===== src/rtl/mec_pkg.sv =====
// Package for the Mandelbrot escape counter: widths, constants and the
// sequencer state type. No dependencies; every other file imports it.
package mec_pkg;

    localparam int COORD_W = 32;               // Q5.27 input coordinate
    localparam int Z_W     = COORD_W + 1;      // z grows past the input range
    localparam int PROD_W  = 2 * Z_W;          // exact signed product
    localparam int CNT_W   = 16;
    localparam int APB_AW  = 3;
    localparam int APB_DW  = 32;
    localparam int FRAC_W  = 27;

    localparam logic [CNT_W-1:0]         MAX_ITER_RESET = 16'd256;
    // 4.0 in Q12.54, the squared-magnitude escape threshold.
    localparam logic signed [PROD_W-1:0] ESC_LIMIT      = PROD_W'(1) << (2 * FRAC_W + 2);
    // Largest magnitude of a z component that survived the escape test (2.0).
    localparam logic signed [Z_W-1:0]    Z_BOUND        = Z_W'(1) << (FRAC_W + 1);

    localparam logic [APB_AW-1:0] ADDR_MAX_ITER = 3'd0;

    typedef enum logic [2:0] {
        S_IDLE,
        S_SQ_RE,
        S_SQ_IM,
        S_TEST,
        S_UPD,
        S_DONE
    } t_state;

endpackage


===== src/rtl/mec_pt_if.sv =====
// Input channel of the escape counter: one complex point c per word.
// Depends on mec_pkg for the coordinate width.
interface mec_pt_if;
    import mec_pkg::*;

    logic                      valid;
    logic                      ready;
    logic signed [COORD_W-1:0] c_re;
    logic signed [COORD_W-1:0] c_im;

    modport source (output valid, output c_re, output c_im, input ready);
    modport sink   (input valid, input c_re, input c_im, output ready);
endinterface


===== src/rtl/mec_cnt_if.sv =====
// Output channel of the escape counter: one escape count per word.
// Depends on mec_pkg for the count width.
interface mec_cnt_if;
    import mec_pkg::*;

    logic             valid;
    logic             ready;
    logic [CNT_W-1:0] escape_count;

    modport source (output valid, output escape_count, input ready);
    modport sink   (input valid, input escape_count, output ready);
endinterface


===== src/rtl/mandelbrot_escape_counter_core.sv =====
// Mandelbrot escape-time counter: sequencer around one shared 33x33 multiplier.
// Depends on mec_pkg, mec_pt_if and mec_cnt_if.
//
// Usage:
//   i_pt takes one point c (c_re, c_im, signed Q5.27) per word; o_cnt gives one
//   escape_count per point. The APB port holds max_iterations (address 0,
//   reset 256); write it only while the block is idle.
//   Each escape step uses the shared multiplier in turn for re*re, im*im and,
//   together with the magnitude test, re*im, then does the z update. A point that
//   escapes or reaches max_iterations goes to the done state, and its word is
//   loaded into the output register from there. i_pt.ready is low for the whole
//   computation.
//   A finished count sits in the output register, so the next point is taken
//   while it waits. If the receiver still stalls when the next count is ready,
//   the sequencer holds that count until the output register frees.
//   Reset (i_rst_n low, synchronous) empties the output register, returns the
//   sequencer to idle and sets max_iterations back to 256.
module mandelbrot_escape_counter_core (
    input  logic                       i_clk,
    input  logic                       i_rst_n,
    mec_pt_if.sink                     i_pt,
    mec_cnt_if.source                  o_cnt,
    input  logic                       psel,
    input  logic                       penable,
    input  logic                       pwrite,
    input  logic [mec_pkg::APB_AW-1:0] paddr,
    input  logic [mec_pkg::APB_DW-1:0] pwdata,
    output logic [mec_pkg::APB_DW-1:0] prdata,
    output logic                       pready
);
    import mec_pkg::*;

    t_state                     r_state, n_state;
    logic [CNT_W-1:0]           r_max_iter;
    logic                       r_out_valid, n_out_valid;
    logic [CNT_W-1:0]           r_out_cnt, n_out_cnt;
    logic signed [Z_W-1:0]      r_re, n_re;
    logic signed [Z_W-1:0]      r_im, n_im;
    logic signed [COORD_W-1:0]  r_c_re, n_c_re;
    logic signed [COORD_W-1:0]  r_c_im, n_c_im;
    logic signed [PROD_W-1:0]   r_prod, n_prod;
    logic signed [PROD_W-1:0]   r_sq, n_sq;
    logic signed [PROD_W-1:0]   r_diff, n_diff;
    logic [CNT_W-1:0]           r_iter, n_iter;
    logic [CNT_W-1:0]           r_limit, n_limit;
    logic [CNT_W-1:0]           r_result, n_result;

    logic signed [Z_W-1:0]      w_op_a, w_op_b;
    logic signed [PROD_W-1:0]   w_mul;
    logic signed [PROD_W-1:0]   w_sum;
    logic signed [Z_W-1:0]      w_nre, w_nim;
    logic                       w_in_acc;
    logic                       w_cfg_wr;

    // Configuration port
    assign pready   = 1'b1;
    assign w_cfg_wr = psel && penable && pwrite && (paddr == ADDR_MAX_ITER);
    assign prdata   = (paddr == ADDR_MAX_ITER) ? APB_DW'(r_max_iter) : '0;

    // Shared multiplier and the arithmetic around it
    always_comb begin
        unique case (r_state)
            S_SQ_IM: begin
                w_op_a = r_im;
                w_op_b = r_im;
            end
            S_TEST: begin
                w_op_a = r_re;
                w_op_b = r_im;
            end
            default: begin
                w_op_a = r_re;
                w_op_b = r_re;
            end
        endcase
    end

    assign w_mul = PROD_W'(w_op_a) * PROD_W'(w_op_b);
    assign w_sum = r_sq + r_prod;
    // Arithmetic right shifts round toward minus infinity.
    assign w_nre = Z_W'(r_diff >>> FRAC_W) + Z_W'(r_c_re);
    assign w_nim = Z_W'(r_prod >>> (FRAC_W - 1)) + Z_W'(r_c_im);

    assign i_pt.ready         = (r_state == S_IDLE);
    assign w_in_acc           = i_pt.valid && (r_state == S_IDLE);
    assign o_cnt.valid        = r_out_valid;
    assign o_cnt.escape_count = r_out_cnt;

    always_comb begin
        n_state     = r_state;
        n_out_valid = r_out_valid && !o_cnt.ready;
        n_out_cnt   = r_out_cnt;
        n_re        = r_re;
        n_im        = r_im;
        n_c_re      = r_c_re;
        n_c_im      = r_c_im;
        n_prod      = r_prod;
        n_sq        = r_sq;
        n_diff      = r_diff;
        n_iter      = r_iter;
        n_limit     = r_limit;
        n_result    = r_result;

        unique case (r_state)
            S_IDLE: begin
                if (i_pt.valid) begin
                    n_re     = Z_W'(i_pt.c_re);
                    n_im     = Z_W'(i_pt.c_im);
                    n_c_re   = i_pt.c_re;
                    n_c_im   = i_pt.c_im;
                    n_iter   = '0;
                    n_limit  = r_max_iter;
                    n_result = '0;
                    n_state  = (r_max_iter == '0) ? S_DONE : S_SQ_RE;
                end
            end
            S_SQ_RE: begin
                n_prod  = w_mul;
                n_state = S_SQ_IM;
            end
            S_SQ_IM: begin
                n_sq    = r_prod;
                n_prod  = w_mul;
                n_state = S_TEST;
            end
            S_TEST: begin
                if (w_sum > ESC_LIMIT) begin
                    n_result = r_iter;
                    n_state  = S_DONE;
                end else begin
                    n_diff  = r_sq - r_prod;
                    n_prod  = w_mul;
                    n_state = S_UPD;
                end
            end
            S_UPD: begin
                n_re = w_nre;
                n_im = w_nim;
                if (r_iter + CNT_W'(1) == r_limit) begin
                    n_result = r_limit;
                    n_state  = S_DONE;
                end else begin
                    n_iter  = r_iter + CNT_W'(1);
                    n_state = S_SQ_RE;
                end
            end
            S_DONE: begin
                if (!r_out_valid || o_cnt.ready) begin
                    n_out_valid = 1'b1;
                    n_out_cnt   = r_result;
                    n_state     = S_IDLE;
                end
            end
            default: begin
                n_state = S_IDLE;
            end
        endcase
    end

    always_ff @(posedge i_clk) begin
        if (!i_rst_n) begin
            r_state     <= S_IDLE;
            r_out_valid <= 1'b0;
            r_max_iter  <= MAX_ITER_RESET;
        end else begin
            r_state     <= n_state;
            r_out_valid <= n_out_valid;
            if (w_cfg_wr) begin
                r_max_iter <= pwdata[CNT_W-1:0];
            end
        end
    end

    always_ff @(posedge i_clk) begin
        r_out_cnt <= n_out_cnt;
        r_re      <= n_re;
        r_im      <= n_im;
        r_c_re    <= n_c_re;
        r_c_im    <= n_c_im;
        r_prod    <= n_prod;
        r_sq      <= n_sq;
        r_diff    <= n_diff;
        r_iter    <= n_iter;
        r_limit   <= n_limit;
        r_result  <= n_result;
    end

    // The step counter stays below the limit captured with the point.
    a_iter_below_limit: assert property (@(posedge i_clk) disable iff (!i_rst_n)
        (r_state == S_SQ_RE || r_state == S_SQ_IM || r_state == S_TEST ||
         r_state == S_UPD) |-> (r_iter < r_limit))
        else $error("step counter reached the iteration limit while busy");

    // A count never exceeds the limit that produced it.
    a_result_in_range: assert property (@(posedge i_clk) disable iff (!i_rst_n)
        (r_state == S_DONE) |-> (r_result <= r_limit))
        else $error("escape count above the iteration limit");

    // Only a z that passed the magnitude test is updated.
    a_update_bounded: assert property (@(posedge i_clk) disable iff (!i_rst_n)
        (r_state == S_UPD) |-> (r_re <= Z_BOUND && r_re >= -Z_BOUND &&
                                r_im <= Z_BOUND && r_im >= -Z_BOUND))
        else $error("z update taken on an escaped point");

    // An accepted point starts the square sequence or finishes at once.
    a_accept_starts: assert property (@(posedge i_clk) disable iff (!i_rst_n)
        w_in_acc |=> (r_state == S_SQ_RE || r_state == S_DONE))
        else $error("accepted point did not start the sequencer");

endmodule

===== src/flat_wrapper.sv =====
// flat-port wrapper written by rule: the top's interface ports become plain ports
module mandelbrot_escape_counter_core_flat import mec_pkg::*;
  (i_clk, i_rst_n, psel, penable, pwrite, paddr, pwdata, prdata, pready, i_pt_valid, i_pt_c_re, i_pt_c_im, i_pt_ready, o_cnt_valid, o_cnt_escape_count, o_cnt_ready);
  mec_pt_if i_pt_i ();
  mec_cnt_if o_cnt_i ();
  input  logic i_clk;
  input  logic i_rst_n;
  input  logic psel;
  input  logic penable;
  input  logic pwrite;
  input  logic [mec_pkg::APB_AW-1:0] paddr;
  input  logic [mec_pkg::APB_DW-1:0] pwdata;
  output logic [mec_pkg::APB_DW-1:0] prdata;
  output logic pready;
  input wire logic [$bits(i_pt_i.valid)-1:0] i_pt_valid;
  input wire logic [$bits(i_pt_i.c_re)-1:0] i_pt_c_re;
  input wire logic [$bits(i_pt_i.c_im)-1:0] i_pt_c_im;
  output wire logic [$bits(i_pt_i.ready)-1:0] i_pt_ready;
  output wire logic [$bits(o_cnt_i.valid)-1:0] o_cnt_valid;
  output wire logic [$bits(o_cnt_i.escape_count)-1:0] o_cnt_escape_count;
  input wire logic [$bits(o_cnt_i.ready)-1:0] o_cnt_ready;
  assign i_pt_i.valid = i_pt_valid;
  assign i_pt_i.c_re = i_pt_c_re;
  assign i_pt_i.c_im = i_pt_c_im;
  assign i_pt_ready = i_pt_i.ready;
  assign o_cnt_valid = o_cnt_i.valid;
  assign o_cnt_escape_count = o_cnt_i.escape_count;
  assign o_cnt_i.ready = o_cnt_ready;
  mandelbrot_escape_counter_core u_core (.i_clk(i_clk), .i_rst_n(i_rst_n), .i_pt(i_pt_i), .o_cnt(o_cnt_i), .psel(psel), .penable(penable), .pwrite(pwrite), .paddr(paddr), .pwdata(pwdata), .prdata(prdata), .pready(pready));
endmodule

===== config.mk =====
export PLATFORM = sky130hd
export DESIGN_NAME = mandelbrot_escape_counter_core_flat
export DESIGN_NICKNAME = d
export VERILOG_FILES = /design/src/rtl/mec_pkg.sv /design/src/rtl/mec_pt_if.sv /design/src/rtl/mec_cnt_if.sv /design/src/rtl/mandelbrot_escape_counter_core.sv /design/src/flat_wrapper.sv
export SDC_FILE = /design/constraint.sdc
export NUM_CORES = 2
export LEC_CHECK = 0
export BUFFER_PORTS_ARGS = -buffer_cell sky130_fd_sc_hd__buf_2
export CAP_MARGIN = 10
export CELL_PAD_IN_SITES_DETAIL_PLACEMENT = 1
export CELL_PAD_IN_SITES_GLOBAL_PLACEMENT = 1
export CORE_UTILIZATION = 40
export CTS_CLUSTER_DIAMETER = 40
export DETAILED_ROUTE_END_ITERATION = 10
export PLACE_DENSITY_LB_ADDON = 0.08
export SYNTH_ARGS = -nofsm -noshare
export SYNTH_HDL_FRONTEND = slang
export SYNTH_SLANG_ARGS = --single-unit
export TNS_END_PERCENT = 30

===== constraint.sdc =====
create_clock -name i_clk -period 11.7 [get_ports i_clk]
set_clock_uncertainty 0.15 [all_clocks]
set_input_delay 1.17 -clock i_clk [delete_from_list [all_inputs] [get_ports i_clk]]
set_output_delay 1.17 -clock i_clk [all_outputs]
set_load 0.01 [all_outputs]

* Word-level counts from Yosys, hierarchy flattened
Index checks and enable logic that the tools add are counted.
** Storage, ports and cells
- Register bits :: 406
- Bits of input ports :: 106
- Output and inout port bits :: 51
- Word-level logic and storage cells :: 80
** Cells by class
- Add/sub/neg operators :: 5
- Multipliers :: 1
- Magnitude comparators :: 1
- Equality and inequality tests :: 12
- Multiplexer cells :: 23
- Bitwise gates (word level) :: 1
- Reductions and logical operators :: 23
** Operator list (count)
- $mux 33 :: 4
- $pmux 33 s2 :: 2
- $pmux 66 s2 :: 1
- $mux 16 :: 5
- $add 33x32->33 :: 2
- $add 66x66->66 :: 1
- $gt 66x58->1 const B :: 1
- $mul 33x33->66 :: 1
- $mux 66 :: 1
- $sub 60x60->60 :: 1
- $pmux 16 s3 :: 1
- $pmux 16 s2 :: 1
- $pmux 3 s6 :: 1
- $add 16x1->16 const B :: 1
- $eq 16x16->1 :: 1
- $logic_not 16->1 :: 1
- $mux 3 :: 4
- $reduce_and 2->1 :: 6
- $eq 3x2->1 const B :: 2
- $eq 3x3->1 const B :: 2
- $logic_not 3->1 :: 2
- $ne 2x1->1 const B :: 3
- $ne 2x2->1 const B :: 3
- $logic_and 1x1->1 :: 4
- 10 further kinds :: 15

* Depth between registers and ports, before layout
- Word-level depth :: 6
- Mapped depth :: 39
- Mapped depth without buffers :: 33

* Least setup slack after synthesis
Ideal clock, no wire load.
- Path type :: register to register
- Start point :: reg u_core.r_state[1]
- End point :: reg u_core.r_prod[63] (data pin)
- Library setup time :: 0.274 ns
- Data arrival time :: 11.201 ns
- Data required time :: 11.276 ns
- Setup slack :: 0.075 ns
- Stages on the path, launching flop included :: 36
- Path buffers :: 5
- Clock period less this slack :: 11.625 ns
- Cells stage by stage :: dfxtp_1 > clkbuf_1 > nand2b_1 > clkbuf_1 > nor2_1 > buf_1 > clkbuf_1 > mux2_2 > clkbuf_1 > nand2_1 > fa_1 > fa_1 > inv_1 > fa_1 > inv_1 > fa_1 > inv_1 > fa_1 > fa_1 > fa_1 > inv_1 > fa_1 > inv_1 > ha_1 > a21o_1 > a221o_1 > o21ai_0 > a211oi_1 > or2_2 > a21oi_1 > a2111o_1 > nor3_1 > o31ai_1 > nor2b_1 > o41ai_1 > xor2_1
** Between the ends
- Word-level cells in the longest chain between the ends :: 6
- Elaborated cells on any way between the ends :: 10
- Classes of those cells :: mul (1); eq/ne (3); mux (4); reduce/logical (2)
** Ends and longest elaborated chain
- start: declaration :: line mandelbrot_escape_counter_core.sv:33 : t_state r_state, n_state;
- start signal: assignment :: line mandelbrot_escape_counter_core.sv:166 : r_state <= n_state;
- $eq 3x2->1 :: line mandelbrot_escape_counter_core.sv:62, mandelbrot_escape_counter_core.sv:104
- $reduce_or 2->1 (no line)
- $mux 33 :: line mandelbrot_escape_counter_core.sv:62 : unique case (r_state)
- $mul 33x33->66 :: line mandelbrot_escape_counter_core.sv:78 : assign w_mul = PROD_W'(w_op_a) * PROD_W'(w_op_b);
- $mux 66 :: line mandelbrot_escape_counter_core.sv:127 : if (w_sum > ESC_LIMIT) begin
- $pmux 66 s2 * :: line mandelbrot_escape_counter_core.sv:104 : unique case (r_state)
- named net u_core.n_prod[63] :: line mandelbrot_escape_counter_core.sv:41 : logic signed [PROD_W-1:0] r_prod, n_prod;
- end signal: assignment :: line mandelbrot_escape_counter_core.sv:180 : r_prod <= n_prod;
- end: declaration :: line mandelbrot_escape_counter_core.sv:41
Mark *: on every way through the listed nets, which the timed path passes. The rest lies on a longest branch. The select of a mux whose other input is x is not followed.
A chain may end at the register's enable or synchronous reset.

* Final worst setup path
- Start point :: reg u_core.r_state[1]
- End point :: reg u_core.r_prod[65] (data pin)
The elaborated chain is that of the path after synthesis.

==> report_table.html <==
<table>
<tr><th>Metric</th><th>Value</th></tr>
<tr><th colspan="2">Outcome</th></tr>
<tr><td>Result of the run</td><td>completed</td></tr>
<tr><th colspan="2">Clock tree</th></tr>
<tr><td>Setup Fix Bufs, Post-CTS</td><td>0</td></tr>
<tr><td>Clk slew on worst S/H paths</td><td>0.06 ns</td></tr>
<tr><td>Skew-Pair Late Insertion Delay</td><td>0.59 ns</td></tr>
<tr><td>Number of levels in the clock H-tree</td><td>2</td></tr>
<tr><td>Clock buffer depth</td><td>3</td></tr>
<tr><td>Clk root buf</td><td>clkbuf_16</td></tr>
<tr><td>Post_cts resized</td><td>0</td></tr>
<tr><td>CTS tree</td><td>built</td></tr>
<tr><td>Number of buffers inserted during clock tree synthesis</td><td>47</td></tr>
<tr><td>Hold-fix buffers, CTS</td><td>0</td></tr>
<tr><td>Sink Count</td><td>379</td></tr>
<tr><th colspan="2">Synthesis</th></tr>
<tr><td>Post-synthesis cell type with the largest combined area</td><td>fa_1</td></tr>
<tr><td>Synth Flop Type</td><td>edfxtp_1</td></tr>
<tr><td>Post-Synthesis Cell Area</td><td>61500 µm²</td></tr>
<tr><td>Share of flip-flops with an asynchronous set or reset</td><td>0%</td></tr>
<tr><td>Area share of the largest cell type after synthesis</td><td>37.4%</td></tr>
<tr><td>Number of synthesized flops with an enable pin</td><td>359</td></tr>
<tr><td>Cells taking the most area after synthesis</td><td>fa_1 37%, edfxtp_1 18%, ha_1 8.3%</td></tr>
<tr><td>Yosys reg bits</td><td>379</td></tr>
<tr><td>Fraction of the yosys area taken by sequential cells</td><td>18.2%</td></tr>
<tr><td>Mean area per synthesized cell</td><td>9.50 µm²</td></tr>
<tr><td>Gate count after technology mapping</td><td>6475</td></tr>
<tr><td>Distinct cells, synth</td><td>96</td></tr>
<tr><td>Most used standard cells in the synthesized netlist</td><td>1196 x inv_1, 1148 x fa_1, 785 x nor2_1</td></tr>
<tr><td>Warnings, synthesis</td><td>0</td></tr>
<tr><td>Most repeated cell in the gate-level netlist after synthesis</td><td>inv_1</td></tr>
<tr><th colspan="2">Global route</th></tr>
<tr><td>GRT met1 Usage</td><td>37.4%</td></tr>
<tr><td>Number of global-route vias before repair</td><td>51000</td></tr>
<tr><td>Total global-route track usage</td><td>28.4%</td></tr>
<tr><td>Largest net degree at the start of global routing</td><td>76</td></tr>
<tr><td>Overall overflow remaining after global route</td><td>0</td></tr>
<tr><td>Layer carrying the most global-route usage</td><td>met2</td></tr>
<tr><td>Global-route wire length before repair</td><td>329 mm</td></tr>
<tr><td>Number of antenna violations at the first check in global routing</td><td>6</td></tr>
<tr><td>Global routing usage on met2</td><td>49.0%</td></tr>
<tr><td>GR Layer Usage met3</td><td>3.25%</td></tr>
<tr><th colspan="2">Final layout</th></tr>
<tr><td>Count of filler cells inserted in the layout</td><td>17300</td></tr>
<tr><td>Total area of multi-input combinational cells</td><td>45100 µm²</td></tr>
<tr><td>Share of final-layout standard cells stronger than drive strength 1</td><td>8.24%</td></tr>
<tr><td>Area growth, synth to finish</td><td>8.46%</td></tr>
<tr><td>Combined flip-flop and latch cell area</td><td>11200 µm²</td></tr>
<tr><td>Nets</td><td>8199</td></tr>
<tr><td>Fin area</td><td>66700 µm²</td></tr>
<tr><th colspan="2">Floorplan</th></tr>
<tr><td>Core footprint</td><td>152000 µm²</td></tr>
<tr><td>Die Ht</td><td>394 µm</td></tr>
<tr><td>Die Span X</td><td>394 µm</td></tr>
<tr><td>Full die area</td><td>155000 µm²</td></tr>
<tr><td>Row Count</td><td>143</td></tr>
<tr><td>Starting utilization of the core area</td><td>40.4%</td></tr>
<tr><td>Number of top-level design ports</td><td>157</td></tr>
<tr><th colspan="2">STA</th></tr>
<tr><td>Crit path time final</td><td>11.03 ns</td></tr>
<tr><td>Crit share post-route</td><td>94.3%</td></tr>
<tr><td>Final count of hold timing violations</td><td>0</td></tr>
<tr><td>Maximum clock frequency</td><td>90.6 MHz</td></tr>
<tr><td>Unrepaired setup endpoints after global routing</td><td>false</td></tr>
<tr><td>Final Slew Violations</td><td>0</td></tr>
<tr><td>Relative slew slack</td><td>17.7%</td></tr>
<tr><td>Final setup violation count</td><td>0</td></tr>
<tr><td>Total negative slack for setup checks</td><td>0 ns</td></tr>
<tr><td>Transition time at the pin with the least slew margin</td><td>1.22 ns</td></tr>
<tr><th colspan="2">Place</th></tr>
<tr><td>Area of placed instances</td><td>65100 µm²</td></tr>
<tr><td>GP Congestion</td><td>0.920</td></tr>
<tr><td>Count of buffers inserted at the top-level ports</td><td>123</td></tr>
<tr><td>HPWL after DPL</td><td>181 mm</td></tr>
<tr><th colspan="2">Detailed routing</th></tr>
<tr><td>Detailed-route via count</td><td>46400</td></tr>
<tr><td>Final Routed Wirelength</td><td>219 mm</td></tr>
<tr><td>Detailed-router iteration count before antenna repair</td><td>5</td></tr>
<tr><td>Count of routing violations after the opening detailed-route iteration</td><td>3002</td></tr>
<tr><td>Average via count per standard cell</td><td>5.40</td></tr>
<tr><td>Remaining antenna violation count after routing</td><td>0</td></tr>
<tr><td>Routed WL per cell</td><td>25.4 µm</td></tr>
<tr><td>DRC viols</td><td>0</td></tr>
<tr><th colspan="2">Setup path</th></tr>
<tr><td>Type of the setup path with the least slack</td><td>reg2reg</td></tr>
<tr><td>Worst setup path endpoint</td><td>u_core.r_prod[65]</td></tr>
<tr><td>CP startpoint kind</td><td>flop</td></tr>
<tr><td>Cell with the largest stage delay on the worst path</td><td>mux2_2</td></tr>
<tr><td>Startpoint of the most critical register-to-register path</td><td>u_core.r_state[1]</td></tr>
<tr><td>Most Frequent Cell on Critical Path</td><td>fa_1</td></tr>
<tr><td>Data arrival at the endpoint of the critical path</td><td>11.22 ns</td></tr>
<tr><td>Required time of the worst setup path</td><td>11.89 ns</td></tr>
<tr><td>Endpoint of the worst-slack reg-to-reg timing path</td><td>u_core.r_prod[65]</td></tr>
<tr><td>Timing startpoint of the critical path</td><td>u_core.r_state[1]</td></tr>
<tr><td>Number of cells traversed by the worst register-to-register path</td><td>33</td></tr>
<tr><td>Largest incremental delay on the critical path</td><td>0.69 ns</td></tr>
<tr><td>Maximum net fanout on the critical path</td><td>67</td></tr>
<tr><td>Setup slack of the most critical reg-to-reg path</td><td>0.67 ns</td></tr>
<tr><td>Critical path endpoint category</td><td>flop</td></tr>
<tr><th colspan="2">Worst hold path</th></tr>
<tr><td>Min-delay src</td><td>u_core.r_result[10]</td></tr>
<tr><td>Type of the worst min-delay path</td><td>reg2reg</td></tr>
<tr><th colspan="2">Run</th></tr>
<tr><td>Max-cap violation count</td><td>0</td></tr>
</table>
[registers in the layout (all words and copies together), names as in the netlist]
signal,cells
u_core.r_prod,66
u_core.r_sq,66
u_core.r_diff,33
u_core.r_im,33
u_core.r_re,33
u_core.r_c_im,32
u_core.r_c_re,32
u_core.o_cnt.escape_count,16
u_core.r_iter,16
u_core.r_limit,16
u_core.r_max_iter,16
u_core.r_result,16
u_core.r_state,3
u_core.o_cnt.valid,1
[cell usage in the layout, fill, tap and decap left out, drive strengths merged, types with 20 or more instances in the layout]
master	netlist	layout
a22o	23	23
clkbuf	214	48
nand2b	49	49
or2	29	29
edfxtp	359	359
dfxtp	20	20
nor2b	35	35
mux2i	69	69
o31ai	49	49
nor3	68	68
xnor2	134	134
o21ai	168	168
nand2	719	719
a211oi	21	21
buf	53	267
xor2	56	56
nand3	59	59
inv	1213	1225
o211ai	20	20
o21a	41	41
a31oi	23	23
nor4	47	47
fa	1148	1148
nand4	29	29
ha	406	406
and3	26	26
mux2	61	61
and2	44	44
nor2	785	785
o21bai	29	29
a21oi	233	233
a21o	60	60
[worst min path at each step]
stage / to / depth (start not counted) / slack (ns)
final: u_core.o_cnt.escape_count[10] / 0 / 0.27
after global placement: u_core.o_cnt.escape_count[10] / 0 / 0.25
after floorplan: u_core.o_cnt.escape_count[0] / 0 / 0.25
after CTS: u_core.o_cnt.escape_count[13] / 0 / 0.27
after global routing: u_core.o_cnt.escape_count[10] / 0 / 0.28
after detailed placement: u_core.o_cnt.escape_count[13] / 0 / 0.26
[per-layer routing]
layer	share of wire, %	vias to the layer above
met5	0.019	-
met1	42	24500
met4	3.7	6
met3	4.7	289
li1	-	20600
met2	49	1074
[worst max-delay path: cells and delay by family, from the launching register on]
| family | cells | cell delay, ns |
|---|---|---|
| compound gates | 10 | 2.73 |
| xor+xnor | 1 | 0.15 |
| fa+ha+maj | 9 | 4.35 |
| buf+inv | 7 | 0.82 |
| flops | 1 | 0.55 |
| mux | 1 | 0.69 |
| simple gates | 5 | 1.15 |
[cell type report]
| cell class | instances | area share, % |
|---|---|---|
| diodes | 1 | 0.00375 |
| clock buffers | 48 | 1.77 |
| clock inverters | 38 | 0.540 |
| inverters | 1215 | 6.84 |
| multi-input cells | 4629 | 67.6 |
| flip-flops and latches | 379 | 16.8 |
| well taps | 2030 | 3.81 |
| repair buffers | 267 | 2.66 |
[kinds of logic after synthesis]
group	Yosys count	share of synthesized area [%]
xor gates and xnor gates	190	2.71
adders and majority gates	1554	45.6
DFF	379	18.2
buffers and inverters	1482	9.19
muxes	130	2.24
AOI/OAI and AO/OA	800	8.51
other	2	0.0122
and+or+nand+nor	1938	13.5
[stage by stage]
| step | util, % | setup slack [ns] | std cells | hold WS [ns] |
|---|---|---|---|---|
| 2_1_floorplan | - | 0.0752 | 6490 | 0.250 |
| 3_3_place_gp | 42.8 | 0.860 | 8520 | 0.254 |
| 3_5_place_dp | 42.8 | 0.777 | 8520 | 0.255 |
| 4_1_cts | 43.8 | 0.730 | 8606 | 0.271 |
| 5_1_grt | 43.8 | 0.182 | 8606 | 0.276 |
| 6_report | 43.8 | 0.668 | 8607 | 0.271 |
Power is not shown: default switching activity piles up to over one toggle a cycle in this logic, so the estimate is an artifact.
